$ cat src/rtl/core/dlbd_pkg.sv
`default_nettype none

package dlbd_pkg;

    localparam int BYTE_W  = 8;
    localparam int KIND_W  = 3;
    localparam int CHAN_W  = 8;
    localparam int LEN_W   = 30;
    localparam int COUNT_W = 32;
    localparam int DIGIT_W = 4;

    localparam int MAX_LEN_DIGITS_DEF = 9;

    localparam logic [BYTE_W-1:0] ASCII_HASH = 8'h23;
    localparam logic [BYTE_W-1:0] ASCII_ZERO = 8'h30;
    localparam logic [BYTE_W-1:0] ASCII_NINE = 8'h39;
    localparam logic [BYTE_W-1:0] ASCII_SEMI = 8'h3B;
    localparam logic [BYTE_W-1:0] ASCII_LF   = 8'h0A;

    localparam logic [CHAN_W-1:0] CHAN_MAX = '1;

    typedef enum logic [2:0] {
        PH_HUNT  = 3'd0,
        PH_COUNT = 3'd1,
        PH_LEN   = 3'd2,
        PH_DATA  = 3'd3,
        PH_FOOT  = 3'd4
    } phase_t;

    typedef enum logic [KIND_W-1:0] {
        KIND_SKIP     = 3'd0,
        KIND_DATA     = 3'd1,
        KIND_BLOCK    = 3'd2,
        KIND_RECORD   = 3'd3,
        KIND_BADCNT   = 3'd4,
        KIND_BADFOOT  = 3'd5,
        KIND_BADDIGIT = 3'd6
    } kind_t;

    typedef struct packed {
        kind_t               kind;
        logic [BYTE_W-1:0]   payload;
        logic [CHAN_W-1:0]   channel;
        logic [LEN_W-1:0]    block_length;
        logic [COUNT_W-1:0]  event_count;
    } result_t;

endpackage

`default_nettype wire

$ cat src/rtl/core/dlbd_parser.sv
`default_nettype none

module dlbd_parser
    import dlbd_pkg::*;
#(
    parameter int MAX_LEN_DIGITS = MAX_LEN_DIGITS_DEF
) (
    input  wire logic              clk,
    input  wire logic              rst_n,
    input  wire logic              take,
    input  wire logic [BYTE_W-1:0] rx_byte,
    output result_t                res
);

    phase_t               phase_reg, phase_next;
    logic [DIGIT_W-1:0]   digits_left_reg, digits_left_next;
    logic [LEN_W-1:0]     length_value_reg, length_value_next;
    logic [LEN_W-1:0]     bytes_left_reg, bytes_left_next;
    logic [CHAN_W-1:0]    block_index_reg, block_index_next;
    logic [COUNT_W-1:0]   records_done_reg, records_done_next;

    logic                 is_digit;
    logic [DIGIT_W-1:0]   digit;
    logic                 count_ok;
    logic [DIGIT_W-1:0]   digits_dec;
    logic [LEN_W-1:0]     len_mac;
    logic [LEN_W-1:0]     bytes_dec;
    kind_t                kind;

    // ASCII digits 0x30..0x39 carry their value in the low nibble
    assign is_digit   = (rx_byte >= ASCII_ZERO) && (rx_byte <= ASCII_NINE);
    assign digit      = rx_byte[DIGIT_W-1:0];
    assign count_ok   = is_digit && (digit <= DIGIT_W'(MAX_LEN_DIGITS));
    assign digits_dec = digits_left_reg - DIGIT_W'(1);
    assign len_mac    = (length_value_reg << 3) + (length_value_reg << 1)
                        + LEN_W'(digit);
    assign bytes_dec  = bytes_left_reg - LEN_W'(1);

    always_comb
    begin
        phase_next = PH_HUNT;
        case (phase_reg)
            PH_COUNT:
            begin
                if (count_ok)
                    phase_next = (digit == '0) ? PH_FOOT : PH_LEN;
            end
            PH_LEN:
            begin
                if (!is_digit)
                    phase_next = PH_HUNT;
                else if (digits_dec != '0)
                    phase_next = PH_LEN;
                else
                    phase_next = (len_mac == '0) ? PH_FOOT : PH_DATA;
            end
            PH_DATA:
            begin
                phase_next = (bytes_dec == '0) ? PH_FOOT : PH_DATA;
            end
            PH_FOOT:
            begin
                phase_next = PH_HUNT;
            end
            default:
            begin
                phase_next = (rx_byte == ASCII_HASH) ? PH_COUNT : PH_HUNT;
            end
        endcase
    end

    always_comb
    begin
        kind              = KIND_SKIP;
        digits_left_next  = digits_left_reg;
        length_value_next = length_value_reg;
        bytes_left_next   = bytes_left_reg;
        block_index_next  = block_index_reg;
        records_done_next = records_done_reg;
        case (phase_reg)
            PH_COUNT:
            begin
                if (count_ok)
                begin
                    length_value_next = '0;
                    if (digit == '0)
                        bytes_left_next = '0;
                    else
                        digits_left_next = digit;
                end
                else
                begin
                    kind             = KIND_BADCNT;
                    block_index_next = '0;
                end
            end
            PH_LEN:
            begin
                if (is_digit)
                begin
                    length_value_next = len_mac;
                    digits_left_next  = digits_dec;
                    if (digits_dec == '0)
                        bytes_left_next = len_mac;
                end
                else
                begin
                    kind             = KIND_BADDIGIT;
                    block_index_next = '0;
                end
            end
            PH_DATA:
            begin
                kind            = KIND_DATA;
                bytes_left_next = bytes_dec;
            end
            PH_FOOT:
            begin
                if (rx_byte == ASCII_LF)
                begin
                    kind              = KIND_RECORD;
                    records_done_next = records_done_reg + COUNT_W'(1);
                    block_index_next  = '0;
                end
                else if (rx_byte == ASCII_SEMI)
                begin
                    kind = KIND_BLOCK;
                    // saturate the block index
                    if (block_index_reg != CHAN_MAX)
                        block_index_next = block_index_reg + CHAN_W'(1);
                end
                else
                begin
                    kind             = KIND_BADFOOT;
                    block_index_next = '0;
                end
            end
            default:
            begin
                if (rx_byte == ASCII_HASH)
                    length_value_next = '0;
            end
        endcase
    end

    assign res.kind         = kind;
    assign res.payload      = (kind == KIND_DATA) ? rx_byte : '0;
    assign res.channel      = block_index_reg;
    assign res.block_length = length_value_next;
    assign res.event_count  = records_done_next;

    always_ff @(posedge clk or negedge rst_n)
    begin
        if (!rst_n)
        begin
            phase_reg        <= PH_HUNT;
            digits_left_reg  <= '0;
            length_value_reg <= '0;
            bytes_left_reg   <= '0;
            block_index_reg  <= '0;
            records_done_reg <= '0;
        end
        else if (take)
        begin
            phase_reg        <= phase_next;
            digits_left_reg  <= digits_left_next;
            length_value_reg <= length_value_next;
            bytes_left_reg   <= bytes_left_next;
            block_index_reg  <= block_index_next;
            records_done_reg <= records_done_next;
        end
    end

endmodule

`default_nettype wire

$ cat config.mk
export PLATFORM = sky130hd
export DESIGN_NAME = dlbd_parser
export DESIGN_NICKNAME = d
export VERILOG_FILES = /design/src/rtl/core/dlbd_pkg.sv /design/src/rtl/core/dlbd_parser.sv
export SDC_FILE = /design/constraint.sdc
export NUM_CORES = 1
export LEC_CHECK = 0
export ABC_CLOCK_PERIOD_IN_PS = 5300
export BUFFER_PORTS_ARGS = -buffer_cell sky130_fd_sc_hd__buf_4
export CAP_MARGIN = 20
export CORE_MARGIN = 5
export CORE_UTILIZATION = 55
export DETAILED_ROUTE_END_ITERATION = 10
export GPL_TIMING_DRIVEN = 0
export PLACE_DENSITY = 0.75
export SYNTH_ARGS = -nofsm -noshare
export SYNTH_HDL_FRONTEND = slang
export SYNTH_SLANG_ARGS = --single-unit
$ cat constraint.sdc
create_clock -name clk -period 5.3 [get_ports clk]
set_input_delay 0.53 -clock clk [delete_from_list [all_inputs] [get_ports clk]]
set_output_delay 0.53 -clock clk [all_outputs]
set_load 0.02 [all_outputs]
======== After elaboration in Yosys (flattened, before gate mapping) ========
Index checks and enable logic that the tools add are counted.
Widths: inputs -> output; s select.
cells by class
  $lt $le $gt $ge ......................... 3
  multiplexer cells ....................... 35
  $add $sub $neg .......................... 6
  reduce and logical (&&, ||, !) cells .... 14
  eq/ne operators ......................... 17
operators by type and width
  cell                   number
  $mux 30                7
  $pmux 30 s3            2
  $mux 32                2
  $logic_not 30->1       2
  $mux 8                 6
  $add 32x1->32 const B  1
  $add 30x30->30         1
  $add 30x4->30          1
  $mux 3                 10
  $sub 30x1->30 const B  1
  $pmux 3 s4             2
  $pmux 8 s3             1
  $eq 8x6->1 const B     2
  $ne 2x2->1 const B     7
  $mux 4                 3
  $reduce_and 5->1       2
  $add 8x1->8 const B    1
  $eq 8x4->1 const B     1
  $ge 8x6->1 const B     1
  $le 8x6->1 const B     1
  $logic_not 4->1        2
  $ne 8x8->1 const B     1
  $pmux 4 s2             1
  $eq 3x1->1 const B     2
  other kinds (12)       15
storage, ports and cells
  bits of input ports ..................... 11
  output and inout port bits .............. 81
  register bits after elaboration ......... 107

======== Logic depth before layout (Yosys ltp) ========
Gate-level depths: netlist (run 1).
  depth in word-level cells ............... 7
  depth in mapped cells ................... 14
  depth with buffers taken out ............ 14

======== Worst setup path before layout (run 1) ========
OpenSTA, ideal clock, no wires.
  path kind ............................... input to output
  start point ............................. in rx_byte[3]
  end point ............................... out res[58] (netlist name)
  path slack .............................. 1210 ps
  data arrival time ....................... 3560 ps
  buffers on the path ..................... 0
  stages on the path ...................... 13
  path through ............................ inv_1 fa_1 fa_1 nand2b_1 a21o_1 a311oi_1 o2111ai_1 a31oi_1 nand2_1 o21ai_0 xor2_1 nand2_1 nand2_1
RTL lines
  element          RTL line           source
  start, declared  dlbd_parser.sv:11  input wire logic [BYTE_W-1:0] rx_byte,
  end, declared    dlbd_parser.sv:12  output result_t res

==> reports/results.txt, run 1 <==
Status: complete, no violations
Detailed-route via count: 8,167
Worst EP arrival: 4380 ps
Insertion delay to the later sink of the worst-skew pair: 370 ps
H-tree depth: 3
R2r startpoint: length_value_reg[0]
Crit path launch: rx_byte[3]
Clk buf depth: 2
Register bit total from synthesis: 107
Final Slew Violations: 0
DRC: 0
Placed Cells: 1,334
Largest cells by area after synthesis: dfrtp_1 (31%), ha_1 (8.6%), xnor2_1 (6.3%)
DRT iter0 DRCs: 672
Syn. warnings: 0
Setup crit end kind: primary output
Area of the multi-input gates: 0.005705 mm2
Reg2Reg Depth: 13
Crit path to: res[58]
Top FF cell, synth: dfrtp_1
# clock sinks: 107
Syn-to-layout area delta: 14.61%
Mapped Nets: 1,101
Pleak: 4.761 nW
Crit start category: input pin
Die Ht: 135.8 um
First-pass GRT wire length: 40,200 um
# rows: 46
Number of synthesized flops with an enable pin: 0
Final core utilization: 63.51%
FF-to-FF setup slack: 950 ps
Largest net degree at the start of global routing: 59
Post-place setup slack: 400.8 ps
Worst Max-Slew Pin Slew: 867.7 ps
Layout cells sized above 1: 14.64%
Most common cell type on the critical path: nand2_1
Detailed placement HPWL: 18,500 um
Final Hold Fails: 0
Unrepaired setup endpoints after global routing: false
Synth top area share: 30.75%
Critical-path cell list: buf_4 > inv_1 > fa_1 > fa_1 > nand2b_1 > a21o_1 > a311oi_1 > o2111ai_1 > a31oi_1 > nand2_1 > o21ai_0 > xor2_1 > nand2_1 > nand2_1 > buf_4
Setup TNS Final: 0 ps
CTS resizes: 0
Cell area after synthesis: 0.008707 mm2
Final Power: 1.924 mW
Core Box Area: 0.01571 mm2
Initial core utilization: 55.41%
Postcts setup bufs: 0
First drt pass iteration count: 6
Initial antenna violation count: 0
Crit-path max FO: 5
Worst path slowest cell: a311oi_1
Register area share after synthesis: 30.75%
WL final: 24,650 um
Antenna viol nets, final: 0
Syn_area_per_cell: 8.470 um2
Reg2reg end: phase_reg[0]
Critical path type: input pin to primary output
Final Skew: 9.581 ps
Synth cell count leaders: dfrtp_1 (107), nand2_1 (93), o21ai_0 (81)
Final period utilization: 92.63%
Non-filler cells, final: 1,351
Reg area: 0.002678 mm2
Post-synthesis async set-or-reset flop share: 100.0%
CTS Hold Bufs: 0
Maxcap violations: 0
Final GP Congestion: 0.9238
Port buffer count: 89
WHS: 185.4 ps
Total Routing Usage GR: 27.18%
Ports: 92
Req. time, crit path: 4770 ps
TritonCTS clock tree: built
Number of global-route vias before repair: 7,717
Post-route worst setup slack: 390.5 ps
Achievable Freq: 0.2037 GHz
Max FFs per register: 32
Die width: 135.8 um
Nets@finish: 1,202
Design Area, Final: 0.009980 mm2
Rel. slew slack: 41.71%
Dpl cell area: 0.009673 mm2
CP peak stage delay: 520 ps
Top cell type by total area after synthesis: dfrtp_1
Clk root buf: clkbuf_16
Setup violators final: 0
Worst VDD drop: 0.1563 mV
FILL cells: 1,410
WL/cell: 18.25 um
Clock transition at path regs: 80 ps
Total CTS buffers: 9
Syn Inst Count: 1,028
Count leader, synth: dfrtp_1
Vias per inst: 6.045
Power Dens Cells: 192.8 mW/mm2
Global route total overflow: 0
Min-Delay Path Class: input pin to async pin
Final min period: 4909 ps
Die footprint: 0.01845 mm2
Post-synth cell types: 77
==> report_power, final <==
| part | switching [mW] | internal (mW) | total [mW] |
|---|---|---|---|
| clock | 0.373 | 0.337 | 0.709 |
| combinational | 0.228 | 0.135 | 0.363 |
| sequential | 0.0190 | 0.833 | 0.852 |
| total | 0.620 | 1.30 | 1.92 |
==> cell families (layout without fill, tap and decap cells) <==
logic type / Yosys count / count (layout) / share of synthesized area [%]
mux: 30 / 30 / 3.851
other cells: 0 / 1 / 0
xor+xnor: 106 / 106 / 10.66
buf+inv: 83 / 189 / 3.722
fa+ha+maj: 62 / 62 / 9.082
compound gates: 262 / 262 / 19.36
flops: 107 / 107 / 30.75
simple gates: 378 / 378 / 22.58
==> layout by cell type, fill, tap and decap left out, drive strengths merged, types with 13 or more instances in the layout <==
cell type  count
or3           13
o21ai         82
dfrtp        107
nor2          81
mux2          28
nand3         38
nor3          33
nor4          14
xnor2         63
nand2         93
a21oi         61
inv           21
ha            60
xor2          43
nand4         23
and3          21
a22o          26
clkbuf        57
buf          106
==> area by class of cell <==
type | count | share of cell area (%)
Antenna cell | 1 | 0.02508
Buffer | 64 | 2.533
Clock buffer | 9 | 2.257
Clock inverter | 7 | 0.7899
Inverter | 19 | 0.7146
Multi-Input combinational cell | 838 | 57.17
Sequential cell | 107 | 26.83
Tap cell | 216 | 2.708
Timing Repair Buffer | 90 | 6.971
==> per-layer routing <==
| layer | GRT usage [%] | part of all wire [%] | vias up | routed length [um] |
|---|---|---|---|---|
| met5 | 0 | 0 | - | 0 |
| met4 | 7.895 | 2.3 | 0 | 557 |
| met3 | 3.109 | 4.9 | 37 | 1199 |
| met2 | 42.92 | 47 | 267 | 11520 |
| met1 | 39.52 | 46 | 3914 | 11380 |
| li1 | - | - | 3949 | - |
==> worst max-delay path: cells and delay by family <==
kind | cells | cell delay [ps]
compound gates | 5 | 1690
fa+ha+maj | 2 | 950
simple gates | 4 | 500
buf+inv | 3 | 480
xor+xnor | 1 | 260
==> worst min path at each step <==
stage                         start                    to  slack (ps)  cells past startpoint
6_report                      rst_n  length_value_reg[18]         190                      1
5_1_grt                       rst_n  length_value_reg[18]         250                      1
4_1_cts                       rst_n  length_value_reg[18]         230                      1
3_5_place_dp   records_done_reg[31]  records_done_reg[31]         480                      1
3_3_place_gp   records_done_reg[31]  records_done_reg[31]         480                      1
2_1_floorplan                 rst_n    block_index_reg[0]         230                      0
Note: power is estimated with default switching activity, not from simulation.
==> inputs of run 2 (changes only) <==
--- a/config.mk
+++ b/config.mk
@@ -5,6 +5,7 @@
 export SDC_FILE = /design/constraint.sdc
 export NUM_CORES = 1
 export LEC_CHECK = 0
+export ABC_AREA = 1
 export ABC_CLOCK_PERIOD_IN_PS = 5300
 export BUFFER_PORTS_ARGS = -buffer_cell sky130_fd_sc_hd__buf_4
 export CAP_MARGIN = 20
@@ -12,6 +13,7 @@
 export CORE_UTILIZATION = 55
 export DETAILED_ROUTE_END_ITERATION = 10
 export GPL_TIMING_DRIVEN = 0
+export HOLD_SLACK_MARGIN = 0.06
 export PLACE_DENSITY = 0.75
 export SYNTH_ARGS = -nofsm -noshare
 export SYNTH_HDL_FRONTEND = slang
==> run 2 against run 1 <==
  * Non-clock buffer count down 26
  * Routed wire length grew 17%
  * Setup slack gained 1000 ps
  * Synthesized area is 9.7% higher
  * Combinational power grew to 7.1 times the previous value
  * Maximum frequency rose by 27%
  * Cell area rose by 8.9%
  * Critical path type is now flop to primary output
  * Critical endpoint unchanged
==> reports/results.txt, run 2 <==
Crit-path max FO: 3 (-2)
Initial core utilization: 55.61% (+0.19 points)
Setup crit end kind: primary output
Cell area after synthesis: 0.009552 mm2 (+9.7%)
Final GP Congestion: 0.9647 (+4.4%)
Setup TNS Final: 0 ps (unchanged)
Antenna viol nets, final: 0 (unchanged)
Final Slew Violations: 0 (unchanged)
Ant diodes: 0 (-1)
Postcts setup bufs: 0 (unchanged)
DRT iter0 DRCs: 802 (+19%)
# rows: 48 (+4.3%)
Max FFs per register: 32 (unchanged)
Power Dens Cells: 412.9 mW/mm2 (+110%)
Syn-to-layout area delta: 13.77%
Commonest non-fill, non-tap cell in the layout: nand2_1
Largest cells by area after synthesis: dfrtp_1 (28%), nand2_1 (19%), inv_1 (8.9%)
Detailed placement HPWL: 22,870 um (+24%)
Unrepaired setup endpoints after global routing: false
Die footprint: 0.02010 mm2 (+9.0%)
Worst VDD drop: 0.2583 mV (+65%)
Clk root buf: clkbuf_16
Number of global-route vias before repair: 9,446 (+22%)
CTS Hold Bufs: 1 (+1)
First drt pass iteration count: 5 (-1)
Syn. warnings: 0 (unchanged)
Req. time, crit path: 4770 ps (about the same)
Clock transition at path regs: 80 ps (about the same)
Min-Delay Path Class: flop to flop
Most frequent cells in the layout: nand2_1 (489), inv_1 (226), nor2_1 (126)
R2r startpoint: length_value_reg[2]
Global route total overflow: 0 (unchanged)
Setup violators final: 0 (unchanged)
Top cell type by total area after synthesis: dfrtp_1
Synth top area share: 28.03% (-2.7 points)
Final core utilization: 63.26% (-0.25 points)
Status: complete, no violations
Maxcap violations: 0 (unchanged)
Final Skew: 8.592 ps (-0.9898 ps)
Post-synthesis async set-or-reset flop share: 100.0% (unchanged)
Final Hold Fails: 0 (unchanged)
DRC: 0 (unchanged)
Worst EP arrival: 3340 ps (-1040 ps)
Crit start category: flop
Rel. slew slack: 56.54% (+15 points)
Initial antenna violation count: 0 (unchanged)
Vias per inst: 5.494 (-9.1%)
Layout cells sized above 1: 9.704% (-4.9 points)
Die width: 141.8 um (+4.4%)
Die Ht: 141.8 um (+4.4%)
Largest net degree at the start of global routing: 81 (+37%)
# clock sinks: 107 (unchanged)
H-tree depth: 3 (unchanged)
Ports: 92 (unchanged)
Total CTS buffers: 9 (unchanged)
WL final: 28,740 um (+17%)
Detailed-route via count: 9,955 (+22%)
Clk buf depth: 2 (unchanged)
Pleak: 5.817 nW (+22%)
Total Routing Usage GR: 29.14% (+2.0 points)
WL/cell: 15.86 um (-13%)
Register bit total from synthesis: 107 (unchanged)
Core Box Area: 0.01718 mm2 (+9.3%)
Final period utilization: 73.05% (-20 points)
Syn_area_per_cell: 6.463 um2 (-24%)
Synth cell count leaders: nand2_1 (489), inv_1 (226), nor2_1 (126)
Hold_sp: bytes_left_reg[29]
Top FF cell, synth: dfrtp_1
Critical path type: flop to primary output
Worst Max-Slew Pin Slew: 651.9 ps (-215.8 ps)
Syn Inst Count: 1,478 (+44%)
Number of synthesized flops with an enable pin: 0 (unchanged)
CTS resizes: 0 (unchanged)
First-pass GRT wire length: 47,730 um (+19%)
Port buffer count: 91 (+2.2%)
Crit path launch: length_value_reg[2]
Post-synth cell types: 48 (-38%)
Register area share after synthesis: 28.03% (-2.7 points)
Achievable Freq: 0.2583 GHz (+27%)
TritonCTS clock tree: built
Final min period: 3872 ps (-1038 ps)
Nets@finish: 1,655 (+38%)
Count leader, synth: nand2_1
Insertion delay to the later sink of the worst-skew pair: 370 ps (about the same)
Mapped Nets: 1,551 (+41%)
FILL cells: 1,693 (+20%)
==> run 2: path summary, 6_finish.rpt <==
check | endpoint | cells past startpoint | slack [ps]
min in group asynchronous | bytes_left_reg[22] | 2 | 600
worst min-delay path | bytes_left_reg[29] | 2 | 510
max in group asynchronous | length_value_reg[8] | 3 | 3990
worst max register to register | phase_reg[1] | 21 | 1850
worst min register to register | bytes_left_reg[29] | 2 | 510
worst max-delay path | res[58] | 15 | 1430
==> run 2: layout make-up <==
cell class	count	area, um2	area share [%]
timing repair buffer	93	724.4	6.667
clock buffer	10	239.0	2.199
tap	225	281.5	2.591
clock inverter	6	70.07	0.6448
multi-input combinational	1102	5853	53.86
buffer	35	142.6	1.313
sequential	107	2678	24.64
inverter	234	878.3	8.083
==> run 2: routing by layer <==
| metal | track usage, % | wire, um | vias to the layer above |
|---|---|---|---|
| li1 | - | - | 4936 |
| met1 | 41.67 | 13170 | 4660 |
| met2 | 46.26 | 13250 | 316 |
| met3 | 4.044 | 1772 | 43 |
| met4 | 8.131 | 548 | 0 |
| met5 | 0 | 0 | - |
==> run 2: worst max-delay path, cell delays in order, from the launching register on <==
cell and delay [ps]:
dfrtp_1 400, inv_1 120, fa_1 470, fa_1 480
inv_1 150, nand2_1 60, nand2_1 90, nand3_1 100
nand2_1 150, nand2_1 90, nand2_1 80, nand2_1 70
nand3b_1 80, nand2_1 140, o221ai_1 300, buf_4 200
==> run 2: kinds of logic after synthesis <==
group	share of synthesized area (%)
and+or+nand+nor	35.63
buffers and inverters	10.69
AOI/OAI and AO/OA	11.66
DFF	28.03
adders and majority gates	8.279
xor gates and xnor gates	5.593
muxes	0.1179
==> run 2: power breakdown <==
group / switching [mW] / internal (mW) / total, mW
Clock: 0.338 / 0.385 / 0.723
Combinational: 1.74 / 0.845 / 2.59
Sequential: 0.192 / 0.985 / 1.18
==> run 2: through the flow <==
stage          worst slack [ps]  total power [mW]  cells  hold slack [ps]  cell area (um2)
2_1_floorplan              2049             2.854   1478            234.4             9552
3_3_place_gp               1514             3.666   1794            482.2            10520
3_5_place_dp               1508             3.708   1795            418.2            10550
4_1_cts                    1478             4.449   1812            510.6            10870
5_1_grt                    1294             4.853   1812            526.8            10870
6_report                   1428             4.487   1812            511.0            10870
==> inputs of run 3 (changes only) <==
--- a/config.mk
+++ b/config.mk
@@ -6,7 +6,7 @@
 export NUM_CORES = 1
 export LEC_CHECK = 0
 export ABC_AREA = 1
-export ABC_CLOCK_PERIOD_IN_PS = 5300
+export ABC_CLOCK_PERIOD_IN_PS = 3800
 export BUFFER_PORTS_ARGS = -buffer_cell sky130_fd_sc_hd__buf_4
 export CAP_MARGIN = 20
 export CORE_MARGIN = 5
==> constraint.sdc (replaced) <==
create_clock -name clk -period 3.8 [get_ports clk]
set_input_delay 0.38 -clock clk [delete_from_list [all_inputs] [get_ports clk]]
set_output_delay 0.38 -clock clk [all_outputs]
set_load 0.02 [all_outputs]
==> run 3 against run 2 <==
  * Critical path depth is the same
  * Sequential share of layout area fell by 0.071 points
  * Final cell count unchanged
  * Setup slack worse by 1300 ps
  * Sequential cell count unchanged
  * Core utilization grew 0.18 points
  * Highest routed layer unchanged
  * Non-clock buffer count stayed put
  * Largest cell class unchanged
  * Clock power grew 40%
  * Largest power group unchanged
  * Sequential power rose by 39%
  * Total power grew 40%
==> reports/results.txt, run 3 (synthesis gave the netlist of run 2 again) <==
Clk buf depth: 2 (unchanged)
Pleak: 5.821 nW (about the same)
Core Box Area: 0.01718 mm2 (unchanged)
Most common cell type on the critical path: nand2_1
Critical path type: flop to primary output
Initial core utilization: 55.61% (unchanged)
Worst VDD drop: 0.3618 mV (+40%)
Req. time, crit path: 3420 ps (-1350 ps)
First drt pass iteration count: 6 (+1)
Final min period: 3644 ps
Total Routing Usage GR: 29.14% (unchanged)
Worst path slowest cell: fa_1
Power Dens Cells: 576.4 mW/mm2 (+40%)
WP buf/inv: 3 (unchanged)
Vias per inst: 5.487 (-0.12%)
Final GP Congestion: 0.9647 (unchanged)
CP peak stage delay: 480 ps (about the same)
Total CTS buffers: 9 (unchanged)
# clock sinks: 107 (unchanged)
Initial antenna violation count: 0 (unchanged)
Setup violators final: 0 (unchanged)
Wl on met1: 13,090 um (-0.64%)
Worst Max-Slew Pin Slew: 759.7 ps (+107.8 ps)
Worst EP arrival: 3260 ps (-80 ps)
TritonCTS clock tree: built
Final Hold Fails: 0 (unchanged)
Crit path max-delay family: adder cells
Commonest non-fill, non-tap cell in the layout: nand2_1
Detailed-route via count: 9,943 (-0.12%)
Rel. slew slack: 49.35% (-7.2 points)
Setup crit end kind: primary output
Most frequent cells in the layout: nand2_1 (489), inv_1 (226), nor2_1 (126)
Die width: 141.8 um (unchanged)
Min-Delay Path Class: input pin to flop
Largest net degree at the start of global routing: 81 (unchanged)
Ant diodes: 0 (unchanged)
Max FFs per register: 32 (unchanged)
Clock transition at path regs: 80 ps (about the same)
Achievable Freq: 0.2744 GHz
First-pass GRT wire length: 47,730 um (unchanged)
Final core utilization: 63.45% (+0.18 points)
Maxcap violations: 0 (unchanged)
Final Power: 6.281 mW (+40%)
Top routing layer used: met4
Die Ht: 141.8 um (unchanged)
Detailed placement HPWL: 22,870 um (unchanged)
Layout cells sized above 1: 10.02% (+0.32 points)
H-tree depth: 3 (unchanged)
Critical-path cell list: inv_1 > fa_1 > fa_1 > inv_1 > nand2_1 > nand2_1 > nand3_1 > nand2_1 > nand2_1 > nand2_1 > nand2_1 > nand3b_1 > nand2_1 > o221ai_2 > buf_4
Met3 wire length: 1871 um (+5.6%)
DRC: 0 (unchanged)
Crit-path max FO: 3 (unchanged)
Final period utilization: 95.89%
Port buffer count: 91 (unchanged)
Antenna viol nets, final: 0 (unchanged)
Ports: 92 (unchanged)
DRT iter0 DRCs: 774 (-3.5%)
Global route total overflow: 0 (unchanged)
# rows: 48 (unchanged)
WL final: 28,680 um (-0.20%)
Die footprint: 0.02010 mm2 (unchanged)
WL/cell: 15.83 um (-0.20%)
Met2 Wirelength: 13,200 um (-0.35%)
Final Slew Violations: 0 (unchanged)
Insertion delay to the later sink of the worst-skew pair: 360 ps (about the same)
Number of global-route vias before repair: 9,446 (unchanged)
Postcts setup bufs: 0 (unchanged)
Final Skew: 8.020 ps (-0.5713 ps)
Status: complete, no violations
Clk root buf: clkbuf_16
Nets@finish: 1,655 (unchanged)
Syn-to-layout area delta: 14.10%
Crit start category: flop
## run 3: changes by cell type in the layout (fill, tap and decap cells not counted)
cell / change
o221ai_2: +5
o221ai_1: -5
## run 3: final timing paths
kind                                          start             endpoint  slack (ps)  cells after the start
worst max-delay path            length_value_reg[2]              res[58]         160                     15
worst min-delay path                     rx_byte[0]   digits_left_reg[0]         380                      3
worst min register to register   digits_left_reg[3]   digits_left_reg[3]         510                      2
max in group asynchronous                     rst_n  length_value_reg[8]        2650                      3
min in group asynchronous                     rst_n   bytes_left_reg[22]         450                      2
worst max register to register  length_value_reg[2]         phase_reg[1]         350                     21
## run 3: tightest hold or removal path, cell delays in order
cell and delay, ps:
buf_4 140, a211oi_1 80, a21oi_1 100
## run 3: power by group
part	leakage, nW	internal (mW)	switching (mW)
combinational	4.25	1.19	2.44
clock	0.154	0.538	0.476
sequential	1.42	1.37	0.268
total	5.82	3.10	3.18
## run 3: stage by stage
stage | cells | instance area, um2 | setup TNS (ps) | hold slack (ps) | setup slack (ps)
2_1_floorplan | 1478 | 9552 | 0 | 84.41 | 848.7
3_3_place_gp | 1794 | 10520 | 0 | 482.2 | 227.8
3_5_place_dp | 1795 | 10550 | 0 | 268.2 | 209.7
4_1_cts | 1812 | 10870 | 0 | 372.2 | 128.4
5_1_grt | 1812 | 10900 | -15.73 | 384.9 | -15.73
6_report | 1812 | 10900 | 0 | 375.5 | 156.2
## run 3: area by class of cell
cell class                 count  area (um2)
fill                        1693        6279
sequential                   107        2678
clock inverter                 6       70.07
tap                          225       281.5
inverter                     234       878.3
clock buffer                  10       239.0
multi-input combinational   1102        5884
timing repair buffer          93       724.4
buffer                        35       142.6
## run 3: timing repair
action,4_1_cts,5_1_grt
endpoints found under the setup margin,0,5
hold buffers,1,0
hold endpoints to repair,27,0
resized for setup,0,5
## run 3: routing by layer
| layer | vias up | track usage, % |
|---|---|---|
| met1 | 4631 | 41.67 |
| met2 | 328 | 46.26 |
| met4 | 0 | 8.131 |
| met3 | 41 | 4.044 |
| met5 | - | 0 |
| li1 | 4943 | - |
